--- src/sv/bdpd_pkg.sv ---
`default_nettype none
// ----------------------------------------------------------------------------
// bdpd_pkg: shared types and constants of the byte destuff/parity deframer
// Character codes, result kinds and the transaction type that passes from
// the destuffing front end through the queue to the parity back end.
// ----------------------------------------------------------------------------
package bdpd_pkg;

  localparam logic [7:0] FLAG_CHAR  = 8'h7E;  // '~'
  localparam logic [7:0] FLAG_ESC2  = 8'h5E;  // '^'
  localparam logic [7:0] CTRL_CHAR  = 8'h7D;  // '}'
  localparam logic [7:0] CTRL_ESC2  = 8'h33;  // '3'
  localparam logic [7:0] TERM_CHAR  = 8'h08;  // backspace terminator
  localparam logic [7:0] DIGIT_ZERO = 8'h30;  // '0'

  // Queue geometry
  localparam int unsigned QDEPTH  = 4;
  localparam int unsigned QPTR_W  = $clog2(QDEPTH);
  localparam int unsigned QCNT_W  = $clog2(QDEPTH + 1);

  // Result kinds on the output stream
  typedef enum logic [1:0] {
    KIND_DATA = 2'd0,
    KIND_GOOD = 2'd1,
    KIND_BAD  = 2'd2
  } kind_e;

  // Operation passed from front to back
  typedef enum logic {
    OP_DATA = 1'b0,  // emit a payload byte
    OP_END  = 1'b1   // terminator seen: check the held digit
  } op_e;

  typedef struct packed {
    op_e        op;
    logic       held_valid;  // OP_END only: a digit candidate was held
    logic [7:0] value;       // payload byte, or held digit candidate
  } op_t;

endpackage : bdpd_pkg
`default_nettype wire

--- src/sv/bdpd_front.sv ---
`default_nettype none
// ----------------------------------------------------------------------------
// bdpd_front: flag stripping and escape removal
// Consumes one raw byte per transaction, keeps the destuffing state and
// issues data or end-of-frame operations towards the queue.
// ----------------------------------------------------------------------------
module bdpd_front (
  input  wire logic           clk_i,
  input  wire logic           rst_ni,
  input  wire logic           take_i,   // raw byte accepted this cycle
  input  wire logic [7:0]     byte_i,
  output bdpd_pkg::op_t       op_o,
  output logic                push_o
);
  import bdpd_pkg::*;

  logic       at_start_q, at_start_d;
  logic       esc_pend_q, esc_pend_d;
  logic [7:0] esc_char_q, esc_char_d;
  logic       held_vld_q, held_vld_d;
  logic [7:0] held_q,     held_d;
  logic       pair;

  assign pair = ((esc_char_q == FLAG_CHAR) && (byte_i == FLAG_ESC2)) ||
                ((esc_char_q == CTRL_CHAR) && (byte_i == CTRL_ESC2));

  always_comb begin
    at_start_d = at_start_q;
    esc_pend_d = esc_pend_q;
    esc_char_d = esc_char_q;
    held_vld_d = held_vld_q;
    held_d     = held_q;
    push_o     = 1'b0;
    op_o       = '{op: OP_DATA, held_valid: 1'b0, value: held_q};
    if (take_i) begin
      priority if (byte_i == TERM_CHAR) begin
        push_o     = 1'b1;
        op_o       = '{op: OP_END, held_valid: held_vld_q, value: held_q};
        at_start_d = 1'b1;
        esc_pend_d = 1'b0;
        esc_char_d = '0;
        held_vld_d = 1'b0;
        held_d     = '0;
      end else if (at_start_q) begin
        at_start_d = 1'b0;          // opening flag dropped
      end else if (!esc_pend_q) begin
        esc_pend_d = 1'b1;
        esc_char_d = byte_i;
      end else begin
        // Destuffed byte is esc_char_q; the held one moves out as payload
        if (pair) begin
          esc_pend_d = 1'b0;
          esc_char_d = '0;
        end else begin
          esc_char_d = byte_i;
        end
        push_o     = held_vld_q;
        held_d     = esc_char_q;
        held_vld_d = 1'b1;
      end
    end
  end

  always_ff @(posedge clk_i or negedge rst_ni) begin
    if (!rst_ni) begin
      at_start_q <= 1'b1;
      esc_pend_q <= 1'b0;
      esc_char_q <= '0;
      held_vld_q <= 1'b0;
      held_q     <= '0;
    end else begin
      at_start_q <= at_start_d;
      esc_pend_q <= esc_pend_d;
      esc_char_q <= esc_char_d;
      held_vld_q <= held_vld_d;
      held_q     <= held_d;
    end
  end

endmodule : bdpd_front
`default_nettype wire

--- src/sv/bdpd_queue.sv ---
`default_nettype none
// ----------------------------------------------------------------------------
// bdpd_queue: short operation queue
// Small register FIFO that decouples the front end from the back end.
// ----------------------------------------------------------------------------
module bdpd_queue (
  input  wire logic           clk_i,
  input  wire logic           rst_ni,
  input  wire logic           push_i,
  input  wire bdpd_pkg::op_t  op_i,
  output logic                full_o,
  input  wire logic           pop_i,
  output logic                valid_o,
  output bdpd_pkg::op_t       op_o
);
  import bdpd_pkg::*;

  op_t               mem_q [QDEPTH];
  logic [QPTR_W-1:0] wr_q, rd_q;
  logic [QCNT_W-1:0] cnt_q, cnt_d;

  assign full_o  = (cnt_q == QCNT_W'(QDEPTH));
  assign valid_o = (cnt_q != '0);
  assign op_o    = mem_q[rd_q];

  always_comb begin
    cnt_d = cnt_q;
    unique case ({push_i, pop_i})
      2'b10:   cnt_d = cnt_q + 1'b1;
      2'b01:   cnt_d = cnt_q - 1'b1;
      default: cnt_d = cnt_q;
    endcase
  end

  always_ff @(posedge clk_i) begin
    if (push_i) begin
      mem_q[wr_q] <= op_i;
    end
  end

  always_ff @(posedge clk_i or negedge rst_ni) begin
    if (!rst_ni) begin
      wr_q  <= '0;
      rd_q  <= '0;
      cnt_q <= '0;
    end else begin
      if (push_i) begin
        wr_q <= wr_q + 1'b1;
      end
      if (pop_i) begin
        rd_q <= rd_q + 1'b1;
      end
      cnt_q <= cnt_d;
    end
  end

endmodule : bdpd_queue
`default_nettype wire

--- src/sv/bdpd_back.sv ---
`default_nettype none
// ----------------------------------------------------------------------------
// bdpd_back: parity tracking and result register
// Pops operations, keeps the running parity of payload bytes, judges the
// parity digit at frame end and holds the result until it is taken.
// ----------------------------------------------------------------------------
module bdpd_back (
  input  wire logic           clk_i,
  input  wire logic           rst_ni,
  input  wire logic           q_valid_i,
  input  wire bdpd_pkg::op_t  q_op_i,
  output logic                q_pop_o,
  output logic                out_valid_o,
  input  wire logic           out_ready_i,
  output bdpd_pkg::kind_e     kind_o,
  output logic [7:0]          data_o
);
  import bdpd_pkg::*;

  logic       parity_q;
  logic       vld_q;
  kind_e      kind_q, kind_d;
  logic [7:0] data_q, data_d;
  logic       good;

  assign q_pop_o = q_valid_i && (!vld_q || out_ready_i);
  assign good    = q_op_i.held_valid &&
                   (q_op_i.value == {DIGIT_ZERO[7:1], parity_q});

  always_comb begin
    unique case (q_op_i.op)
      OP_DATA: begin
        kind_d = KIND_DATA;
        data_d = q_op_i.value;
      end
      OP_END: begin
        kind_d = good ? KIND_GOOD : KIND_BAD;
        data_d = '0;
      end
      default: begin
        kind_d = KIND_BAD;
        data_d = '0;
      end
    endcase
  end

  always_ff @(posedge clk_i or negedge rst_ni) begin
    if (!rst_ni) begin
      parity_q <= 1'b0;
      vld_q    <= 1'b0;
    end else begin
      if (q_pop_o) begin
        vld_q    <= 1'b1;
        parity_q <= (q_op_i.op == OP_END) ? 1'b0 : (parity_q ^ q_op_i.value[0]);
      end else if (out_ready_i) begin
        vld_q <= 1'b0;
      end
    end
  end

  always_ff @(posedge clk_i) begin
    if (q_pop_o) begin
      kind_q <= kind_d;
      data_q <= data_d;
    end
  end

  assign out_valid_o = vld_q;
  assign kind_o      = kind_q;
  assign data_o      = data_q;

endmodule : bdpd_back
`default_nettype wire

--- src/sv/byte_destuff_parity_deframer.sv ---
`default_nettype none
// ----------------------------------------------------------------------------
// byte_destuff_parity_deframer: stuffed byte stream deframer with parity
// Strips opening/closing flags, undoes "~^" and "}3" escapes, withholds the
// trailing parity digit and reports good/bad parity at each terminator.
//
//  channel   dir  tdata bits (low first)  tuser       tlast
//  s_axis    in   [7:0] rx_byte           -           -
//  m_axis    out  [7:0] data_byte         [1:0] kind  last_of_run
//
//  Raw bytes are taken one per cycle while the queue has room; each gives
//  at most one result. Front end updates destuff state in the accept cycle;
//  a result is written into the 4-deep queue, then into the output register.
//  s_axis_tready_o drops only when the queue is full (output stalled).
//  Asynchronous active-low reset returns to start-of-frame, empty queue.
// ----------------------------------------------------------------------------
module byte_destuff_parity_deframer (
  input  wire logic        clk_i,
  input  wire logic        rst_ni,
  // raw input stream
  input  wire logic        s_axis_tvalid_i,
  output logic             s_axis_tready_o,
  input  wire logic [7:0]  s_axis_tdata_i,   // [7:0] rx_byte
  // result stream
  output logic             m_axis_tvalid_o,
  input  wire logic        m_axis_tready_i,
  output logic [7:0]       m_axis_tdata_o,   // [7:0] data_byte
  output logic [1:0]       m_axis_tuser_o,   // [1:0] kind
  output logic             m_axis_tlast_o    // last_of_run
);
  import bdpd_pkg::*;

  logic       take;
  logic       push;
  op_t        push_op;
  logic       q_full;
  logic       q_valid;
  op_t        q_op;
  logic       q_pop;
  kind_e      kind;
  logic [7:0] data;

  // Input transaction completes whenever the queue has room
  assign s_axis_tready_o = !q_full;
  assign take            = s_axis_tvalid_i && !q_full;

  bdpd_front u_front (
    .clk_i  (clk_i),
    .rst_ni (rst_ni),
    .take_i (take),
    .byte_i (s_axis_tdata_i),
    .op_o   (push_op),
    .push_o (push)
  );

  bdpd_queue u_queue (
    .clk_i   (clk_i),
    .rst_ni  (rst_ni),
    .push_i  (push),
    .op_i    (push_op),
    .full_o  (q_full),
    .pop_i   (q_pop),
    .valid_o (q_valid),
    .op_o    (q_op)
  );

  bdpd_back u_back (
    .clk_i       (clk_i),
    .rst_ni      (rst_ni),
    .q_valid_i   (q_valid),
    .q_op_i      (q_op),
    .q_pop_o     (q_pop),
    .out_valid_o (m_axis_tvalid_o),
    .out_ready_i (m_axis_tready_i),
    .kind_o      (kind),
    .data_o      (data)
  );

  // Every raw byte yields at most one result, so each one closes its run
  assign m_axis_tdata_o = data;
  assign m_axis_tuser_o = kind;
  assign m_axis_tlast_o = 1'b1;

endmodule : byte_destuff_parity_deframer
`default_nettype wire

--- config.mk ---
export PLATFORM = sky130hd
export DESIGN_NAME = byte_destuff_parity_deframer
export DESIGN_NICKNAME = d
export VERILOG_FILES = /design/src/sv/bdpd_pkg.sv /design/src/sv/bdpd_front.sv /design/src/sv/bdpd_queue.sv /design/src/sv/bdpd_back.sv /design/src/sv/byte_destuff_parity_deframer.sv
export SDC_FILE = /design/constraint.sdc
export NUM_CORES = 1
export LEC_CHECK = 0
export ABC_AREA = 1
export BUFFER_PORTS_ARGS = -buffer_cell sky130_fd_sc_hd__buf_4
export CAP_MARGIN = 5
export CORE_MARGIN = 4
export CORE_UTILIZATION = 54
export DETAILED_ROUTE_END_ITERATION = 12
export MAX_ROUTING_LAYER = met4
export PLACE_DENSITY = 0.87
export SETUP_SLACK_MARGIN = 0.1
export SLEW_MARGIN = 5
export SYNTH_ARGS = -nofsm -noshare
export SYNTH_HDL_FRONTEND = slang
export SYNTH_SLANG_ARGS = --single-unit
--- constraint.sdc ---
create_clock -name clk_i -period 2.2 [get_ports clk_i]
set_input_delay 0.44 -clock clk_i [delete_from_list [all_inputs] [get_ports clk_i]]
set_output_delay 0.44 -clock clk_i [all_outputs]
set_load 0.05 [all_outputs]
==> results.txt <==
----------------------------------------------------
[Floorplanning]
  Number of rows in the core area ... 28
  Effective utilization at floorplan ... 56.8%
  Num ports ... 25
  Die Span Y ... 87.6 um
  Die span in x ... 87.6 um
  DIE AREA ... 0.00768 mm2
  Core area ... 0.00603 mm2

[Setup path]
  Critical path endpoint category ... flop
  Internal reg-to-reg setup slack ... 0.26 ns
  Maximum net fanout on the critical path ... 5
  CP Class ... reg -> reg
  Worst path required time ... 2.43 ns
  R2r endpoint ... u_queue.cnt_q[2]$_DFFE_PN0P_
  Crit. Startpoint ... u_queue.cnt_q[1]$_DFFE_PN0P_
  Endpoint arrival time on the critical path ... 2.16 ns
  Cell depth of the worst flop-to-flop path ... 10
  Launch instance of the worst register-to-register path ... u_queue.cnt_q[1]$_DFFE_PN0P_
  Critical path launch point type ... flop

[Finish]
  Post-Layout Cell Count ... 452
  Share of final-layout standard cells stronger than drive strength 1 ... 18.3%
  Final net count ... 390
  Antenna cell count ... 0
  Core utilization of the finished layout ... 65.7%
  Area growth from synthesis to layout ... 15.6%
  Fill cell total of the finished layout ... 477
  Final cell area excluding filler cells ... 0.00396 mm2

[Place]
  # port buffers ... 23
  Final RePlAce weighted congestion ... 0.847
  Placed cell areas ... 0.00374 mm2
  Number of cells after detailed placement ... 435
  Post-DP HPWL ... 4490 um

[Timing]
  RSZ-0062 raised after global routing ... no
  Count of endpoints failing hold in the final timing report ... 0
  Final setup violating endpoints ... 0
  Pins Over Slew Limit ... 0
  Total Negative Setup Slacks ... 0 ns
  Skew final ... 0.0129 ns
  Min Clock Period, post-route ... 1.94 ns
  Portion of the clock cycle consumed by the worst path in the final layout ... 88.0%
  Maximum frequency from static timing analysis ... 516 MHz

[Synthesis]
  Number of synthesized register bits ... 78
  Top post-synthesis cells by count ... sky130_fd_sc_hd__nand2_1, sky130_fd_sc_hd__edfxtp_1, sky130_fd_sc_hd__nand3_1
  Register area share after synthesis ... 64.4%
  Post-synthesis instance area ... 0.00342 mm2
  Fraction of synthesized cell area taken by the top area cell type ... 43.9%
  Asr flop ratio synth ... 35.9%
  Syn Area/Cell ... 10.2 um2
  Synthesis Warnings ... 0
  Synth Net Count ... 352
  Cell taking the most area after synthesis ... sky130_fd_sc_hd__edfxtp_1
  Gate count of the mapped netlist ... 334
  Distinct cell type count of the synthesized netlist ... 31
  Most area-consuming cells after synthesis ... sky130_fd_sc_hd__edfxtp_1, sky130_fd_sc_hd__dfrtp_1, sky130_fd_sc_hd__nand2_1, sky130_fd_sc_hd__nand3_1, sky130_fd_sc_hd__inv_1
  Most frequently used flop master after synthesis ... sky130_fd_sc_hd__edfxtp_1
  Number of synthesized flops with an enable pin ... 50
  Library cell with the highest instance count after synthesis ... sky130_fd_sc_hd__nand2_1

[CTS]
  Hold bufs inserted after CTS ... 0
  Clk Tree Root Cell ... sky130_fd_sc_hd__clkbuf_8
  Clk_lat worst skew ... 0.34 ns
  TritonCTS Buffers ... 9
  TritonCTS clock tree ... yes
  Clock transition at the register clock pins on the worst setup and hold paths after CTS ... 0.08 ns
  Clk sinks ... 78
  Number of H-tree branching levels ... 3
  Clk buf depth ... 2

[Detailed routing]
  Initial detailed-routing violation count ... 175
  Via count ... 2375
  Routed via count divided by cell count ... 5.25
  Average routed wire per standard cell ... 14.2 um
  Number of remaining DRC errors ... 0
  Final WL ... 6410 um
  Number of nets with antenna violations after routing ... 0
  First-pass iteration count of the detailed router ... 4

[Global routing]
  Antenna violations before repair ... 0
  Met3 layer usage reported by global route ... 3.95%
  GRT met1 Usage ... 21.5%
  Busiest grt layer ... met2
  GR Util met2 ... 32.5%
  Total gr overflow ... 0
  Maximum number of pins on one net before global-route repair ... 29
  Overall Global Routing Usage ... 18.8%
  Vias in the first global route ... 2358
  Global-route wire length before repair ... 10600 um

[Job]
  Number of violations of the max-capacitance limit ... 0

[Pwr]
  Leakage power figure ... 0.00179 uW
  Pwr dens ... 1390 mW/mm2
  Design Power ... 5500 uW
  Worst-case vdd ir drop ... 997 uV

[Status]
  Run status ... completed

[Min path]
  Worst min path class ... in -> async

----------------------------------------------------
placed cells by master, fill, tap and decap left out, drive strengths merged, types with 5 or more instances in the layout:
master and instances:
ha 5, inv 38, dfrtp 27, clkbuf 11
nor2 27, edfxtp 50, buf 36, nor3 6
a21oi 5, nand3 52, nand2 97
metal layers:
metal  vias up  share of wire (%)
li1       1173                  -
met1      1135                 42
met2        62                 53
met3         5                4.7
met4         0               0.78
met5         -                  0
where the power goes:
part / internal [uW] / switching (uW) / leakage (uW)
clock network: 585 / 508 / 0.000106
logic: 668 / 1400 / 0.000874
registers: 2090 / 248 / 0.000811
worst max-delay path by stage:
stage	to	slack (ns)	cells past startpoint
2_1_floorplan	u_queue.cnt_q[1]$_DFFE_PN0P_	0.08	7
3_3_place_gp	u_queue.cnt_q[2]$_DFFE_PN0P_	0.05	10
3_5_place_dp	u_queue.cnt_q[2]$_DFFE_PN0P_	-0.01	10
4_1_cts	u_queue.cnt_q[2]$_DFFE_PN0P_	0.13	10
5_1_grt	u_queue.cnt_q[2]$_DFFE_PN0P_	0.1	10
6_report	u_queue.cnt_q[2]$_DFFE_PN0P_	0.26	10
metrics by stage:
stage,worst slack (ns),hold WS (ns)
final,0.264,0.00545
after global routing,0.0978,0.00964
after CTS,0.130,0.00494
after detailed placement,-0.0149,0.380
after global placement,0.0486,0.375
after floorplan,0.0766,0.144
critical path, cell delays in order, from the launching register on:
cell	delay (ns)
sky130_fd_sc_hd__dfrtp_1	0.37
sky130_fd_sc_hd__inv_1	0.10
sky130_fd_sc_hd__nand3_4	0.09
sky130_fd_sc_hd__nand2_2	0.08
sky130_fd_sc_hd__inv_4	0.10
sky130_fd_sc_hd__nand2_2	0.06
sky130_fd_sc_hd__ha_1	0.24
sky130_fd_sc_hd__fa_2	0.40
sky130_fd_sc_hd__a21oi_1	0.14
sky130_fd_sc_hd__o21ai_1	0.08
sky130_fd_sc_hd__xor2_1	0.14
layout make-up:
cell class	count	area (um2)	area share [%]
clock buffers	11	151	3.83
inverters	38	145	3.67
repair buffers	36	270	6.83
clock inverters	5	55.1	1.39
well taps	75	93.8	2.37
flip-flops and latches	78	2200	55.7
multi-input cells	209	1040	26.2
cell families after synthesis:
family,synth area share [%]
AOI/OAI and AO/OA,1.97
xor gates and xnor gates,1.02
adders and majority gates,2.41
buffers and inverters,5.88
DFF,64.4
other,0.110
and+or+nand+nor,24.2
sequential cells by signal, summed over array words and instances (netlist names):
signal	cells
u_back.parity_q	1
u_front.esc_pend_q	1
u_front.esc_char_q	8
u_front.held_vld_q	1
u_front.held_q	8
u_front.at_start_q	1
u_queue.cnt_q	3
u_queue.mem_q	40
u_back.data_o	8
u_queue.wr_q	2
u_back.kind_o	2
u_queue.rd_q	2
u_back.out_valid_o	1
what timing repair did:
item,CTS,global route
endpoints found under the setup margin,0,1
resized for setup,0,4
hold endpoints to repair,0,0
buffers inserted,0,1
Power figures use the tool's default switching activity.
